## config.mk

```make
export PLATFORM = sky130hd
export DESIGN_NAME = cmsia_check
export DESIGN_NICKNAME = d
export VERILOG_FILES = /design/src/rtl/core/cmsia_pkg.sv /design/src/rtl/core/cmsia_check.sv
export SDC_FILE = /design/constraint.sdc
export NUM_CORES = 1
export LEC_CHECK = 0
export BUFFER_PORTS_ARGS = -buffer_cell sky130_fd_sc_hd__buf_2
export CAP_MARGIN = 20
export CELL_PAD_IN_SITES_DETAIL_PLACEMENT = 0
export CELL_PAD_IN_SITES_GLOBAL_PLACEMENT = 1
export CORE_ASPECT_RATIO = 0.8
export CORE_UTILIZATION = 34
export DETAILED_ROUTE_END_ITERATION = 16
export PLACE_DENSITY = 0.78
export SYNTH_ARGS = -nofsm -noshare
export SYNTH_HDL_FRONTEND = slang
export SYNTH_SLANG_ARGS = --single-unit
```

## constraint.sdc

```tcl
create_clock -name clock -period 3.9 [get_ports clock]
set_clock_uncertainty 0.15 [all_clocks]
set_input_delay 0.39 -clock clock [delete_from_list [all_inputs] [get_ports clock]]
set_output_delay 0.39 -clock clock [all_outputs]
set_load 0.1 [all_outputs]
```

## src/rtl/core/cmsia_pkg.sv

```systemverilog
package cmsia_pkg;

   typedef enum logic [1:0] {
      KIND_ADD     = 2'd0,
      KIND_SUB     = 2'd1,
      KIND_MUL     = 2'd2,
      KIND_CONVERT = 2'd3
   } kind_type;

   typedef enum logic [1:0] {
      WIDTH_8  = 2'd0,
      WIDTH_16 = 2'd1,
      WIDTH_32 = 2'd2,
      WIDTH_64 = 2'd3
   } width_code_type;

   localparam int unsigned DATA_W = 64;
   localparam int unsigned HALF_W = 32;

   typedef struct packed {
      logic           valid;
      kind_type       kind;
      width_code_type twidth;
      logic           tsigned;
   } ctrl_type;

   typedef struct packed {
      logic              neg;
      logic [DATA_W-1:0] mag;
   } sm_type;

endpackage

```

## src/rtl/core/cmsia_check.sv

```systemverilog
module cmsia_check
   import cmsia_pkg::*;
(
   input  logic              clock,
   input  logic              reset,
   input  ctrl_type          r_ctrl,
   input  logic              r_neg,
   input  logic              r_hi_nz,
   input  logic [DATA_W-1:0] r_lo,
   output logic              done,
   output logic [DATA_W-1:0] result,
   output logic              overflow
);

   logic              done_ff, done_in;
   logic [DATA_W-1:0] result_ff, result_in;
   logic              overflow_ff, overflow_in;

   logic [DATA_W-1:0] ulimit;
   logic [DATA_W-1:0] half;
   logic              ovf;

   always_comb begin
      case (r_ctrl.twidth)
         WIDTH_8: begin
            ulimit = DATA_W'(64'h0000_0000_0000_00FF);
            half   = DATA_W'(64'h0000_0000_0000_0080);
         end
         WIDTH_16: begin
            ulimit = DATA_W'(64'h0000_0000_0000_FFFF);
            half   = DATA_W'(64'h0000_0000_0000_8000);
         end
         WIDTH_32: begin
            ulimit = DATA_W'(64'h0000_0000_FFFF_FFFF);
            half   = DATA_W'(64'h0000_0000_8000_0000);
         end
         default: begin
            ulimit = DATA_W'(64'hFFFF_FFFF_FFFF_FFFF);
            half   = DATA_W'(64'h8000_0000_0000_0000);
         end
      endcase

      if (r_hi_nz) begin
         ovf = 1'b1;
      end else if (!r_ctrl.tsigned) begin
         ovf = r_neg | (r_lo > ulimit);
      end else if (r_neg) begin
         ovf = r_lo > half;
      end else begin
         ovf = r_lo > (half - 1'b1);
      end

      done_in     = r_ctrl.valid;
      overflow_in = ovf;
      if (ovf) begin
         result_in = '0;
      end else if (r_neg) begin
         result_in = ~r_lo + 1'b1;
      end else begin
         result_in = r_lo;
      end
   end

   always_ff @(posedge clock) begin
      if (reset) begin
         done_ff <= 1'b0;
      end else begin
         done_ff <= done_in;
      end
      result_ff   <= result_in;
      overflow_ff <= overflow_in;
   end

   assign done     = done_ff;
   assign result   = result_ff;
   assign overflow = overflow_ff;

endmodule

```

* Word-level counts from Yosys, hierarchy flattened *
Index checks and enable logic that the tools add are counted.

storage, ports and cells
  register bits after elaboration = 66
  input port bits = 74
  output and inout port bits = 66
  logic and storage cells = 19

cells by class
  add/subtract/negate cells = 2
  $lt $le $gt $ge = 3
  equal/unequal tests = 2
  multiplexer cells = 6
  bitwise logic cells = 2
  reduce and logical (&&, ||, !) cells = 1

operator list
  cell                     count
  $pmux W64 S3             2
  $gt A64 B64 Y1           3
  $add A64 B1 Y64 const B  1
  $mux W64                 1
  $not A64 Y64             1
  $sub A64 B1 Y64 const B  1
  $mux W1                  3
  $eq A2 B1 Y1 const B     1
  $eq A2 B2 Y1 const B     1
  $logic_not A2 Y1         1
  $or A1 B1 Y1             1

* Logic depth before layout (Yosys ltp) *
  word-level depth = 7
  gate-level depth with buffers = 12

* Least setup slack after synthesis *
Ideal clock, no wire load.

  path kind = in2reg
  start point = input r_ctrl[2] in the netlist's numbering
  end point = register result_ff[10], in the netlist result[10]
  data arrival time = 3590 ps
  setup slack = 96 ps
  cell stages on the path = 12
  buffers on the path = 2
  path through = nand2_1 ha_1 nand4_1 or4_1 nor3b_1 nand4_1 a2111oi_0 nand2_1 o41a_1 buf_4 buf_6 nor2_1

on the way
  longest elaborated chain between the ends = 7
  elaborated cells on any way between the ends = 13

ends and longest elaborated chain
  element                               RTL line           RTL
  start, declared                       cmsia_check.sv:6   input ctrl_type r_ctrl,
  $eq A2 B2 Y1 (tied with other cells)  cmsia_check.sv:24  case (r_ctrl.twidth)
  $pmux W64 S3                          cmsia_check.sv:24
  $sub A64 B1 Y64                       cmsia_check.sv:50  ovf = r_lo > (half - 1'b1);
  $gt A64 B64 Y1                        cmsia_check.sv:50
  $mux W1                               cmsia_check.sv:47  end else if (r_neg) begin
  $mux W1 (*)                           cmsia_check.sv:45  end else if (!r_ctrl.tsigned) begin
  $mux W1 (*)                           cmsia_check.sv:43  if (r_hi_nz) begin
  end signal, assigned                  cmsia_check.sv:70  result_ff <= result_in;
  end, declared                         cmsia_check.sv:16  logic [DATA_W-1:0] result_ff, result_in;

Every way passes the cells marked *; elsewhere a longest branch is shown, timed or not.
A chain may end at the register's enable or synchronous reset.

* Worst setup path in the final report *
  start point = input r_ctrl[2] in the netlist's numbering
  end point = register result_ff[8], in the netlist result[8]

The elaborated chain is that of the path after synthesis.

==> metrics.yaml <==
status: "completed"
initial_core_util_pct: 35.1
ctsHoldBuffers: 0
cp.required_ps: 4020
grt_pass1_wl_um: 20500
cts_tree: "done"
leakage_nw: 2.62
ys_seq_elements: 66
cts_buffer_depth: 2
cp.depth: 14
pwr-share-seq_pct: 34.3
hold_viol: 0
rsz0062_at_grt: "no"
avgSynthCellArea_um2: 8.58
io_buffers: 137
grt_pass1_vias: 4140
ys.warnings.count: 0
fin_crit_sh_pct: 87.0
drv_slew: 0
critPathTopFamily: "simple AND/OR/NAND/NOR gates"
yosysTopAreaCell: "dfxtp_1"
yosysUniqueCellTypes: 59
period_needed_ps: 3390
slew_headroom_pct: 62.3
switching_share_pct: 36.1
syn_inst: 530
hold_depth: 2
die_area_um2: 13800
cts_resized: 0
synthArstFlopShare_pct: 0
grtUsageTotal_pct: 18.7
die_height_um: 105
via_per_inst: 5.11
synth_nets: 660
synthTopCellsByArea: "dfxtp_1, ha_1, xor2_1, nor2_1, o31ai_1"
p_int_mw: 1.33
first_pass_iters: 4
cts_setup_buffers: 0
cp_max_fo: 36
cp_slowest_stage_delay_ps: 580
startpoint_type: "input port"
synth-seq-area-share_pct: 29.0
gp_congestion: 0.861
combPwrFrac_pct: 30.1
setup_violations: 0
worst_path_max_delay_cell: "or4_1"
tightestPinTransition_ps: 561
synth_edf_count: 0
core_region_area_um2: 13000
hp-start: "reset"
row_count: 37
hold_end: "done$_SDFF_PP0_"
grt_max_degree: 37
ant_nets: 0
powerDensity_nw_per_um2: 363
power.share.clock_pct: 35.6
maxCapViolCount: 0
area_growth_pct: 26.4
vias: 4377
cp.arrival_ps: 3510
wl_um: 12600
switchingPower_uw: 754
peakVddDrop_v: 0.000255
route.detailed.drc: 0
cts_made_buffers: 9
final_nets: 807
end_kind: "register"
drt-initial-drc-count: 210
drive_gt1_share_pct: 27.2
tns_ps: 0
ys.flop_type: "dfxtp_1"
htreeDepth: 3
syn_area_um2: 4550
fmax_mhz: 295
antenna_found_initial: 0
holdWs_ps: 62.0
crit_type: "in -> reg"
hpwl_um: 9830
ctsRootBufferMaster: "clkbuf_16"
critPathBufInv: 4
crit_chain: "buf_2 > nand2_1 > buf_12 > ha_1 > nand4_1 > or4_1 > nor3b_1 > buf_4 > nand3_1 > nand3_1 > a21oi_1 > o41a_2 > buf_4 > nor2_1"
fp.dieW_um: 131
avgRoutedWirePerCell_um: 14.7
cts_num_sinks: 66
hp-class: "in -> reg"
grt-ovfl-total: 0
clk_pin_slew_ps: 50
synth_top_area_share_pct: 29.0
antenna_cells: 0
io_pins: 140
==> sequential cells by signal, indices dropped and copies added (netlist names) <==
register and count:
done 1, result 64, overflow 1
==> per-stage QoR <==
stage / cell area (um2) / total power [mW] / instances / util [%] / setup WS, ps
floorplan: 4550 / 1.20 / 530 / - / 95.7
global placement: 5480 / 1.34 / 841 / 42.3 / 162
detailed placement: 5480 / 1.36 / 841 / 42.3 / 182
CTS: 5750 / 2.11 / 856 / 44.4 / 516
global route: 5750 / 2.20 / 856 / 44.4 / 296
finish: 5750 / 2.09 / 856 / 44.4 / 507
==> per-layer routing <==
metal	vias to the layer above	GRT usage (%)	routed length, um
met5	-	0	0
met3	14	5.39	916
met2	137	27.5	5220
met4	0	6.23	183
met1	1984	26.0	6240
li1	2242	-	-
==> Yosys cell counts (all sizes together), types with 4 or more instances <==
| cell type | number |
|---|---|
| a21oi | 29 |
| and3 | 4 |
| buf | 9 |
| clkbuf | 8 |
| dfxtp | 66 |
| ha | 56 |
| inv | 8 |
| nand2 | 36 |
| nand3 | 6 |
| nand4 | 15 |
| nor2 | 72 |
| nor3 | 7 |
| nor4 | 10 |
| o21ai | 32 |
| o31ai | 23 |
| o41ai | 8 |
| or2 | 9 |
| or3 | 17 |
| or4 | 13 |
| xor2 | 61 |
==> layout make-up <==
cell class | instances | area (um2)
Fill cell | 1317 | 7210
Multi-Input combinational cell | 439 | 3090
Sequential cell | 66 | 1320
Timing Repair Buffer | 153 | 818
Clock buffer | 12 | 256
Tap cell | 175 | 219
Inverter | 8 | 30.0
Clock inverter | 3 | 15.0
==> logic make-up after synthesis <==
family | count (synthesis) | synth area share, %
AND/OR/NAND/NOR | 202 | 23.1
AO/OA/AOI/OAI | 116 | 16.8
flip-flops | 66 | 29.0
XOR/XNOR | 62 | 11.9
adder cells (fa/ha/maj) | 56 | 15.4
buffers and inverters | 25 | 3.03
multiplexers | 3 | 0.688
==> cell usage in the layout, fill, tap and decap left out, types with 4 or more instances in the layout <==
cell | Yosys | routed
a21oi_1 | 29 | 29
and3_1 | 4 | 4
buf_2 | 2 | 137
buf_4 | 1 | 15
clkbuf_16 | 0 | 9
dfxtp_1 | 66 | 66
ha_1 | 56 | 56
inv_1 | 8 | 8
nand2_1 | 36 | 36
nand3_1 | 6 | 6
nand4_1 | 15 | 15
nor2_1 | 72 | 72
nor3_1 | 7 | 7
nor4_1 | 8 | 8
o21ai_0 | 31 | 31
o31ai_1 | 22 | 22
o41ai_1 | 7 | 7
or2_2 | 7 | 7
or3_1 | 14 | 14
or4_1 | 12 | 12
xor2_1 | 61 | 61
==> worst max path at each step <==
| stage | from | end | slack (ps) |
|---|---|---|---|
| after floorplan | r_ctrl[2] | result[10]$_SDFF_PP0_ | 100 |
| after global placement | r_lo[19] | result[62]$_SDFF_PP0_ | 160 |
| after detailed placement | r_ctrl[2] | result[61]$_SDFF_PP0_ | 180 |
| after CTS | r_ctrl[2] | result[61]$_SDFF_PP0_ | 520 |
| after global routing | r_ctrl[2] | result[61]$_SDFF_PP0_ | 300 |
| final | r_ctrl[2] | result[8]$_SDFF_PP0_ | 510 |
==> power by group through the flow <==
stage	logic [mW]	registers, mW	clock network, mW
after global placement	0.615	0.729	0
final	0.628	0.716	0.743
after global routing	0.680	0.718	0.800
after CTS	0.629	0.716	0.766
after floorplan	0.229	0.970	0
after detailed placement	0.627	0.729	0
(Power assumes the default switching activity.)
