`config.mk`:
```
export PLATFORM = sky130hd
export DESIGN_NAME = cmsia_decode
export DESIGN_NICKNAME = d
export VERILOG_FILES = /design/src/rtl/core/cmsia_pkg.sv /design/src/rtl/core/cmsia_decode.sv
export SDC_FILE = /design/constraint.sdc
export NUM_CORES = 1
export LEC_CHECK = 0
export BUFFER_PORTS_ARGS = -buffer_cell sky130_fd_sc_hd__buf_2
export CORE_MARGIN = 10
export CORE_UTILIZATION = 50
export DETAILED_ROUTE_END_ITERATION = 7
export PLACE_DENSITY = 0.84
export SKIP_CTS_REPAIR_TIMING = 1
export SLEW_MARGIN = 10
export SYNTH_ARGS = -nofsm -noshare
export SYNTH_HDL_FRONTEND = slang
export SYNTH_SLANG_ARGS = --single-unit
```
`constraint.sdc`:
```
create_clock -name clock -period 4.6 [get_ports clock]
set_input_delay 0.23 -clock clock [delete_from_list [all_inputs] [get_ports clock]]
set_output_delay 0.23 -clock clock [all_outputs]
set_load 0.02 [all_outputs]
```
`src/rtl/core/cmsia_pkg.sv`:
```
package cmsia_pkg;

   typedef enum logic [1:0] {
      KIND_ADD     = 2'd0,
      KIND_SUB     = 2'd1,
      KIND_MUL     = 2'd2,
      KIND_CONVERT = 2'd3
   } kind_type;

   typedef enum logic [1:0] {
      WIDTH_8  = 2'd0,
      WIDTH_16 = 2'd1,
      WIDTH_32 = 2'd2,
      WIDTH_64 = 2'd3
   } width_code_type;

   localparam int unsigned DATA_W = 64;
   localparam int unsigned HALF_W = 32;

   typedef struct packed {
      logic           valid;
      kind_type       kind;
      width_code_type twidth;
      logic           tsigned;
   } ctrl_type;

   typedef struct packed {
      logic              neg;
      logic [DATA_W-1:0] mag;
   } sm_type;

endpackage

```
`src/rtl/core/cmsia_decode.sv`:
```
module cmsia_decode
   import cmsia_pkg::*;
(
   input  logic              clock,
   input  logic              reset,
   input  logic              start,
   input  logic [1:0]        kind,
   input  logic [DATA_W-1:0] operand_a,
   input  logic [DATA_W-1:0] operand_b,
   input  logic [1:0]        sign_mode,
   input  logic [1:0]        target_width,
   input  logic              target_signed,
   output ctrl_type          ctrl,
   output sm_type            op_a,
   output sm_type            op_b
);

   ctrl_type ctrl_ff, ctrl_in;
   sm_type   op_a_ff, op_a_in;
   sm_type   op_b_ff, op_b_in;
   logic     b_neg;

   always_comb begin
      ctrl_in.valid   = start;
      ctrl_in.kind    = kind_type'(kind);
      ctrl_in.twidth  = width_code_type'(target_width);
      ctrl_in.tsigned = target_signed;

      op_a_in.neg = sign_mode[1] & operand_a[DATA_W-1];
      op_a_in.mag = op_a_in.neg ? (~operand_a + 1'b1) : operand_a;

      b_neg       = sign_mode[0] & operand_b[DATA_W-1];
      op_b_in.mag = b_neg ? (~operand_b + 1'b1) : operand_b;
      op_b_in.neg = (kind_type'(kind) == KIND_SUB) ? ~b_neg : b_neg;
   end

   always_ff @(posedge clock) begin
      if (reset) begin
         ctrl_ff.valid <= 1'b0;
      end else begin
         ctrl_ff.valid <= ctrl_in.valid;
      end
      ctrl_ff.kind    <= ctrl_in.kind;
      ctrl_ff.twidth  <= ctrl_in.twidth;
      ctrl_ff.tsigned <= ctrl_in.tsigned;
      op_a_ff         <= op_a_in;
      op_b_ff         <= op_b_in;
   end

   assign ctrl = ctrl_ff;
   assign op_a = op_a_ff;
   assign op_b = op_b_ff;

endmodule

```
* Yosys cells after proc, flatten, opt, wreduce, memory -nomap -nowiden
Index checks and enable logic that the tools add are counted.
** Storage, ports and cells
- Flip-flop bits (word level) :: 136
- Input port bits :: 138
- Output and inout bits :: 136
- Logic and storage cells :: 19
** Operators by class
- Bitwise logic cells :: 5
- Equal/unequal tests :: 1
- Muxes and demuxes :: 3
- $add $sub $neg :: 2
** Operators with widths (count)
- $add 64x1->64 const B :: 2
- $mux 64 :: 2
- $not 64->64 :: 2
- $and 1x1->1 :: 2
- $eq 2x1->1 const B :: 1
- $mux 1 :: 1
- $not 1->1 :: 1

* Depth between registers and ports, before layout
Gate-level depths: netlist (run 1).
- Depth in word-level cells :: 3
- Mapped depth :: 9
- Depth with buffers taken out :: 7

* Worst setup path after synthesis (run 1)
Ideal clock, no wire load.
- Path type :: input port to flip-flop
- From :: input operand_b[6]
- To :: register op_b_ff (netlist bit op_b[39])
- Buffers on the path :: 2
- Library setup time :: 0.125 ns
- Stages on the path :: 7
- Required time :: 4.475 ns
- Arrival :: 2.245 ns
- Slack :: 2.230 ns
- Path through :: or4_1 > or4_1 > buf_2 > nor4b_4 > buf_6 > a31oi_1 > xor2_1
** RTL lines
- start, declared :: RTL line cmsia_decode.sv:9 : input logic [DATA_W-1:0] operand_b,
- end signal, assigned :: RTL line cmsia_decode.sv:47 : op_b_ff <= op_b_in;
- end, declared :: RTL line cmsia_decode.sv:20 : sm_type op_b_ff, op_b_in;

==> results.yml, run 1 <==
outcome:
  status: "finished clean"
clocking:
  clock_tree.root_cell: "clkbuf_16"
  tritoncts: "done"
  ctsHtreeMaxLevel: 4
  clockBufferDepth: 2
  cts_buffers: 17
  clkTransAtPathRegs_ns: 0.06
  clkSinkCount: 136
critical_path:
  critPathKind: "primary input to flop"
  critPathBufInv: 2
  critical_path_arrival_ns: 3.27
  critPathTopFamily: "simple AND/OR/NAND/NOR gates"
  slowest_delay_ns: 0.93
  crit_path_end_kind: "flop"
  cp.required_ns: 4.89
  path_cells: "dlygate4sd3_1, buf_2, nor4_1, nand3_1, nor4_1, a31oi_1, xor2_1"
  crit_top_cell: "nor4_1"
  critPathLaunchType: "primary input"
  cpMaxStageDelayCell: "nor4_1"
  cp_max_fo: 6
timing:
  max_freq_mhz: 335
  rsz0062_at_grt: "false"
  tightest_slew_ns: 1.14
  fin_setup_tns_ns: 0
  fin_ws_ns: 1.62
  slew_headroom_pct: 23.5
  hold_ws_ns: 0.00933
  setup_viol: 0
  fin_crit_sh_pct: 64.8
  hold_violations: 0
  min_period_ns: 2.98
  slew_viol_final: 0
final_layout:
  drive_above_1_share_pct: 35.6
  syn_to_final_growth_pct: 38.5
  fillCellCount: 827
  final_core_util_pct: 71.6
  insertedDiodeCount: 0
  nNetsFinal: 1009
power:
  irDropWorstVdd_v: 0.000367
  powerDensity_mw_per_mm2: 429
  p_leak_nw: 3.65
  p_total_mw: 3.36
placed_design:
  gp_congestion: 0.890
  dp_hpwl_um: 15000
  pre_cts_slack_ns: 1.59
  port_buffers: 273
die:
  fp.dieArea_mm2: 0.0160
  start_util_pct: 51.7
  ioPinCount: 274
  fp-row-count: 38
  die_h_um: 126
  core_mm2: 0.0109
  die_x_um: 126
grt:
  grt-ovfl-total: 0
  met2_usage_pct: 40.6
  grt_pass1_vias: 5517
  antenna_found_initial: 0
  grt_busiest_layer: "met2"
  gr-usage-met3_pct: 11.4
  gr-usage-all-layers_pct: 23.1
  grt_pass1_wl_um: 29400
  grt_start_max_net_pins: 57
  grt_util_met1_pct: 23.0
synth:
  synth_area_per_cell_um2: 9.60
  ys_seq_area_share_pct: 48.1
  ys.flop_type: "dfxtp_1"
  ys_ff_latch: 136
  synth_warnings: 0
  yosysUniqueCellTypes: 43
  synth_area_leaders: "dfxtp_1, xor2_1, xnor2_1"
  synth_edf_count: 0
  async_reset_ff_share_pct: 0
  yosysTopAreaCellShare_pct: 48.1
  synth_area_mm2: 0.00566
  synthCells: 589
  yosys.area.top_type: "dfxtp_1"
  synth_fp_nets: 729
job:
  max-cap-violations: 0
min_path:
  hold_path_class: "primary input to flop"
routing:
  drc: 0
  drtIter0Drc: 452
  viasPerCell: 5.48
  drt-total-wl_um: 19500
  drtPass1Iterations: 5
  ant_nets: 0
  wl_per_cell_um: 19.1
  num_vias: 5598
[cell usage in the layout, fill, tap and decap left out, types with 8 or more instances in the layout]
cell,Yosys,routed
nand2_1,13,12
or4_1,11,11
a21oi_1,34,34
dlygate4sd3_1,0,8
xor2_1,85,85
buf_2,1,273
o21ai_0,9,9
xnor2_1,38,38
dfxtp_1,136,136
nor2_1,49,49
nor3_1,33,33
clkbuf_16,0,17
a31oi_1,40,40
inv_1,22,22
nor4_1,26,26
a41oi_1,12,12
[synth_stat cells, drive strengths merged, types with 7 or more instances]
master    n
dfxtp   136
xor2     85
nor2     49
a31oi    40
xnor2    38
a21oi    34
nor3     33
nor4     27
inv      22
clkbuf   18
nand2    13
a41oi    12
o21ai    11
or4      11
o31ai     7
[where the power goes]
part / total (mW) / internal (mW) / switching (mW)
Clock: 1.44 / 0.932 / 0.510
Combinational: 0.583 / 0.210 / 0.374
Sequential: 1.33 / 1.30 / 0.0341
Total: 3.36 / 2.44 / 0.918
[state kept, by name (all words and copies together), names as in the netlist]
name / cells
op_b: 65
op_a: 65
ctrl: 6
[metrics by stage]
step                      area [um^2]  instances
after floorplan                  5660        589
after detailed placement         7120        982
after global routing             7840       1022
final                            7840       1022
after global placement           7120        982
after CTS                        7750       1014
[path summary, 6_finish.rpt]
| path | startpoint | to | slack (ns) | cells after the start |
|---|---|---|---|---|
| hold / removal | operand_a[56] | op_a[56] | 0.009 | 2 |
| setup / recovery | operand_a[0] | op_a[41] | 1.62 | 7 |
[layout make-up]
type | count | area [um^2] | area share (%)
clock buffer | 20 | 457 | 5.83
tap | 140 | 175 | 2.24
inverter | 23 | 86.3 | 1.10
clock inverter | 12 | 174 | 2.22
multi-input combinational | 408 | 2760 | 35.2
timing repair buffer | 283 | 1460 | 18.7
sequential | 136 | 2720 | 34.7
[metal layers]
layer | up-vias | share of wire [%] | wire length [um]
met1 | 2591 | 35 | 6870
met4 | 0 | 2.2 | 425
met3 | 33 | 12 | 2410
li1 | 2663 | - | -
met2 | 311 | 50 | 9790
met5 | - | 0 | 0
[logic make-up after synthesis]
family	count (synthesis)	share of synthesized area [%]
AOI/OAI and AO/OA	110	12.4
xor gates and xnor gates	123	19.0
adders and majority gates	2	0.442
buffers and inverters	45	3.14
DFF	136	48.1
and+or+nand+nor	173	16.8
No activity file was read; power rests on OpenSTA's default activity.
==> run 2: changes to the inputs <==
--- a/config.mk
+++ b/config.mk
@@ -7,9 +7,9 @@
 export LEC_CHECK = 0
 export BUFFER_PORTS_ARGS = -buffer_cell sky130_fd_sc_hd__buf_2
 export CORE_MARGIN = 10
-export CORE_UTILIZATION = 50
+export CORE_UTILIZATION = 42
 export DETAILED_ROUTE_END_ITERATION = 7
-export PLACE_DENSITY = 0.84
+export PLACE_DENSITY = 0.75
 export SKIP_CTS_REPAIR_TIMING = 1
 export SLEW_MARGIN = 10
 export SYNTH_ARGS = -nofsm -noshare
==> constraint.sdc (replaced) <==
create_clock -name clock -period 2.57 [get_ports clock]
set_input_delay 0.1285 -clock clock [delete_from_list [all_inputs] [get_ports clock]]
set_output_delay 0.1285 -clock clock [all_outputs]
set_load 0.02 [all_outputs]
==> run 2 against run 1 <==
Effect of this change:
- setup slack got worse by 1.5 ns
- cell count grew 16%
- sequential cell count stayed put
- first-iteration DRC count fell by 0.66%
- largest cell class unchanged
- largest power group is now registers
- critical path type unchanged
- via count grew 13%
- combinational power increased by 110%
- clock power increased by 63%
==> results.yml, run 2 (same netlist as run 1, synthesis figures left out) <==
clocking:
  clock_tree.root_cell: "clkbuf_16"
  tritoncts: "done"
  clkSinkCount: 136
  cts_buffers: 17
  ctsHtreeMaxLevel: 4
  clockBufferDepth: 2
  clkTransAtPathRegs_ns: 0.06
power:
  powerDensity_mw_per_mm2: 658
  p_total_mw: 5.95
  irDropWorstVdd_v: 0.000367
  p_leak_nw: 4.17
final_layout:
  layout_commonest_cell: "buf_2"
  final_cells: 1184
  drive_above_1_share_pct: 32.6
  final_cell_mix: "buf_2, dfxtp_1, dlygate4sd3_1"
  fillCellCount: 977
  syn_to_final_growth_pct: 60.0
  nNetsFinal: 1134
critical_path:
  crit_path_end_kind: "flop"
  cp_max_fo: 9
  critPathTopFamily: "simple AND/OR/NAND/NOR gates"
  critPathBufInv: 4
  cp.required_ns: 2.87
  path_cells: "dlygate4sd3_1, buf_2, or4_1, or4_1, buf_4, nor4_2, buf_4, a21oi_1, xor2_1"
  critPathKind: "primary input to flop"
  slowest_delay_ns: 0.59
  critical_path_arrival_ns: 2.79
  critPathLaunchType: "primary input"
  cpMaxStageDelayCell: "or4_1"
routing:
  drc: 0
  num_vias: 6323
  drt-total-wl_um: 22700
  ant_nets: 0
  wl_per_cell_um: 19.2
  drtPass1Iterations: 5
  drtIter0Drc: 449
  viasPerCell: 5.34
min_path:
  hold_path_class: "primary input to flop"
grt:
  antenna_found_initial: 3
  grt_start_max_net_pins: 56
  gr-usage-all-layers_pct: 19.2
  grt_pass1_vias: 5417
  grt_pass1_wl_um: 28200
  grt-ovfl-total: 0
timing:
  hold_ws_ns: 0.0106
  slew_viol_final: 0
  slew_headroom_pct: 50.3
  hold_violations: 0
  setup_viol: 0
  fin_crit_sh_pct: 96.9
  min_period_ns: 2.49
  fin_setup_tns_ns: 0
  max_freq_mhz: 402
  tightest_slew_ns: 0.739
  rsz0062_at_grt: "false"
placed_design:
  port_buffers: 273
  dp_hpwl_um: 14600
  gp_congestion: 0.853
  dpl.cell_count: 1033
die:
  core_mm2: 0.0132
  fp-row-count: 42
  start_util_pct: 42.7
  ioPinCount: 274
  fp.dieArea_mm2: 0.0185
  die_h_um: 136
  die_x_um: 136
outcome:
  status: "finished clean"
job:
  max-cap-violations: 0
[run 2: cell type report]
class,instances,area [um^2],share of cell area (%)
clock buffer,19,443,4.89
multi-input combinational,408,2760,30.5
timing repair buffer,408,2690,29.7
tap,176,220,2.43
clock inverter,12,129,1.42
sequential,136,2720,30.1
inverter,23,86.3,0.954
antenna,2,5.00,0.0553
[run 2: worst paths after layout]
check / start / depth (start not counted) / slack [ns] / to
setup / recovery: operand_b[15] / 9 / 0.08 / op_b[50]
hold / removal: operand_a[1] / 3 / 0.01 / op_a[1]
[run 2: metal layers]
metal | global-route usage (%) | routed length (um) | up-vias
met1 | 20.0 | 8190 | 2931
li1 | - | - | 2917
met4 | 6.86 | 571 | 2
met3 | 11.0 | 2530 | 62
met2 | 31.8 | 11400 | 411
met5 | 0 | 13 | -
[run 2: where the power goes]
part | leakage [nW] | switching [mW] | total [mW] | internal [mW]
sequential | 1.15 | 0.0604 | 2.39 | 2.33
clock | 0.275 | 0.908 | 2.35 | 1.44
combinational | 2.75 | 0.727 | 1.21 | 0.487
total | 4.17 | 1.70 | 5.95 | 4.26
[run 2: per-stage QoR]
stage | utilization, % | area (um^2) | setup WS, ns
after floorplan | - | 5660 | 0.301
after global placement | 55.1 | 7290 | 0.120
after detailed placement | 55.1 | 7290 | 0.0780
after CTS | 59.4 | 7870 | 0.513
after global routing | 68.4 | 9050 | 0.00639
final | 68.4 | 9050 | 0.0801
==> run 3: changes to the inputs <==
--- a/config.mk
+++ b/config.mk
@@ -6,10 +6,9 @@
 export NUM_CORES = 1
 export LEC_CHECK = 0
 export BUFFER_PORTS_ARGS = -buffer_cell sky130_fd_sc_hd__buf_2
-export CORE_MARGIN = 10
-export CORE_UTILIZATION = 42
+export CORE_UTILIZATION = 40
 export DETAILED_ROUTE_END_ITERATION = 7
-export PLACE_DENSITY = 0.75
+export PLACE_DENSITY = 0.72
 export SKIP_CTS_REPAIR_TIMING = 1
 export SLEW_MARGIN = 10
 export SYNTH_ARGS = -nofsm -noshare
==> run 3 against run 2 <==
Effect of this change:
- maximum frequency down 1.2%
- sequential power is essentially flat
- total power grew 0.55%
- sequential cell count is the same
==> results.yml, run 3 (same netlist as run 1, synthesis figures left out) <==
outcome:
  status: "finished clean"
routing:
  num_vias: 5999
  wl_met3_um: 1410
  drtPass1Iterations: 5
  drtIter0Drc: 316
  drt-total-wl_um: 18300
  highest_layer: "met4"
  wl_per_cell_um: 15.4
  wl_met1_um: 6980
  drc: 0
  ant_nets: 0
  viasPerCell: 5.03
  dr_wl_met2_um: 9580
power:
  powerDensity_mw_per_mm2: 657
  p_total_mw: 5.99
  irDropWorstVdd_v: 0.000465
  p_leak_nw: 4.20
final_layout:
  syn_to_final_growth_pct: 61.0
  drive_above_1_share_pct: 32.8
  insertedDiodeCount: 0
  final_core_util_pct: 65.9
  nNetsFinal: 1139
  fillCellCount: 1048
  final_cell_mix: "buf_2, dfxtp_1, dlygate4sd3_1"
  layout_commonest_cell: "buf_2"
  fin_area_mm2: 0.00911
timing:
  tightest_slew_ns: 0.689
  hold_violations: 0
  fin_crit_sh_pct: 98.1
  slew_viol_final: 0
  max_freq_mhz: 397
  slew_headroom_pct: 53.7
  min_period_ns: 2.52
  hold_ws_ns: 0.00341
  setup_viol: 0
critical_path:
  cp_max_fo: 17
  critPathBufInv: 4
  slowest_delay_ns: 0.65
  path_cells: "dlygate4sd3_1, buf_2, or4_1, nor4b_4, buf_12, nand4b_1, a21boi_1, dlygate4sd3_1"
  cp.required_ns: 2.92
  critPathKind: "primary input to flop"
  crit_top_cell: "dlygate4sd3_1"
  critPathTopFamily: "buffers and inverters"
  critical_path_arrival_ns: 2.88
  critPathLaunchType: "primary input"
  crit_path_end_kind: "flop"
  cpMaxStageDelayCell: "or4_1"
placed_design:
  port_buffers: 273
  dp_hpwl_um: 12400
  post_dp_cell_area_mm2: 0.00733
  gp_congestion: 0.868
clocking:
  clkTransAtPathRegs_ns: 0.06
  clock_tree.root_cell: "clkbuf_16"
  clockBufferDepth: 2
  ctsHtreeMaxLevel: 4
  tritoncts: "done"
  clkSinkCount: 136
  cts_buffers: 17
die:
  die_x_um: 121
  start_util_pct: 40.9
  core_mm2: 0.0138
  die_h_um: 121
  fp.dieArea_mm2: 0.0146
  ioPinCount: 274
  fp-row-count: 43
grt:
  grt_pass1_wl_um: 25200
  grt-ovfl-total: 0
  grt_pass1_vias: 5173
  grt_start_max_net_pins: 46
  antenna_found_initial: 0
  gr-usage-all-layers_pct: 22.4
min_path:
  hold_path_class: "primary input to flop"
job:
  max-cap-violations: 0
[run 3: where the power goes]
group	internal [mW]	switching (mW)	leakage [nW]
clock network	1.52	0.917	0.282
registers	2.33	0.0522	1.15
logic	0.488	0.683	2.77
[run 3: per-layer routing]
metal	up-vias	global-route usage, %
met5	-	0
met4	0	7.33
met3	31	9.16
met2	279	40.3
met1	2770	23.4
li1	2919	-
[run 3: final cells by class]
class                   instances  area, um^2  area share [%]
clock buffers                  19         433            4.75
clock inverters                13         155            1.70
inverters                      23        86.3           0.948
multi-input cells             408        2760            30.3
flip-flops and latches        136        2720            29.9
well taps                     180         225            2.47
repair buffers                413        2730            29.9
[run 3: final timing paths]
| kind | slack, ns | depth (start not counted) | start | to |
|---|---|---|---|---|
| worst min-delay path | 0.003 | 2 | operand_b[14] | op_b[14] |
| worst max-delay path | 0.05 | 8 | operand_b[7] | op_b[63] |
[run 3: stage by stage]
stage	cells	setup TNS [ns]	setup slack [ns]
after floorplan	589	0	0.301
after CTS	1073	0	0.538
after global placement	1041	0	0.151
after global routing	1192	-0.0250	-0.0250
after detailed placement	1041	0	0.112
final	1192	0	0.0490
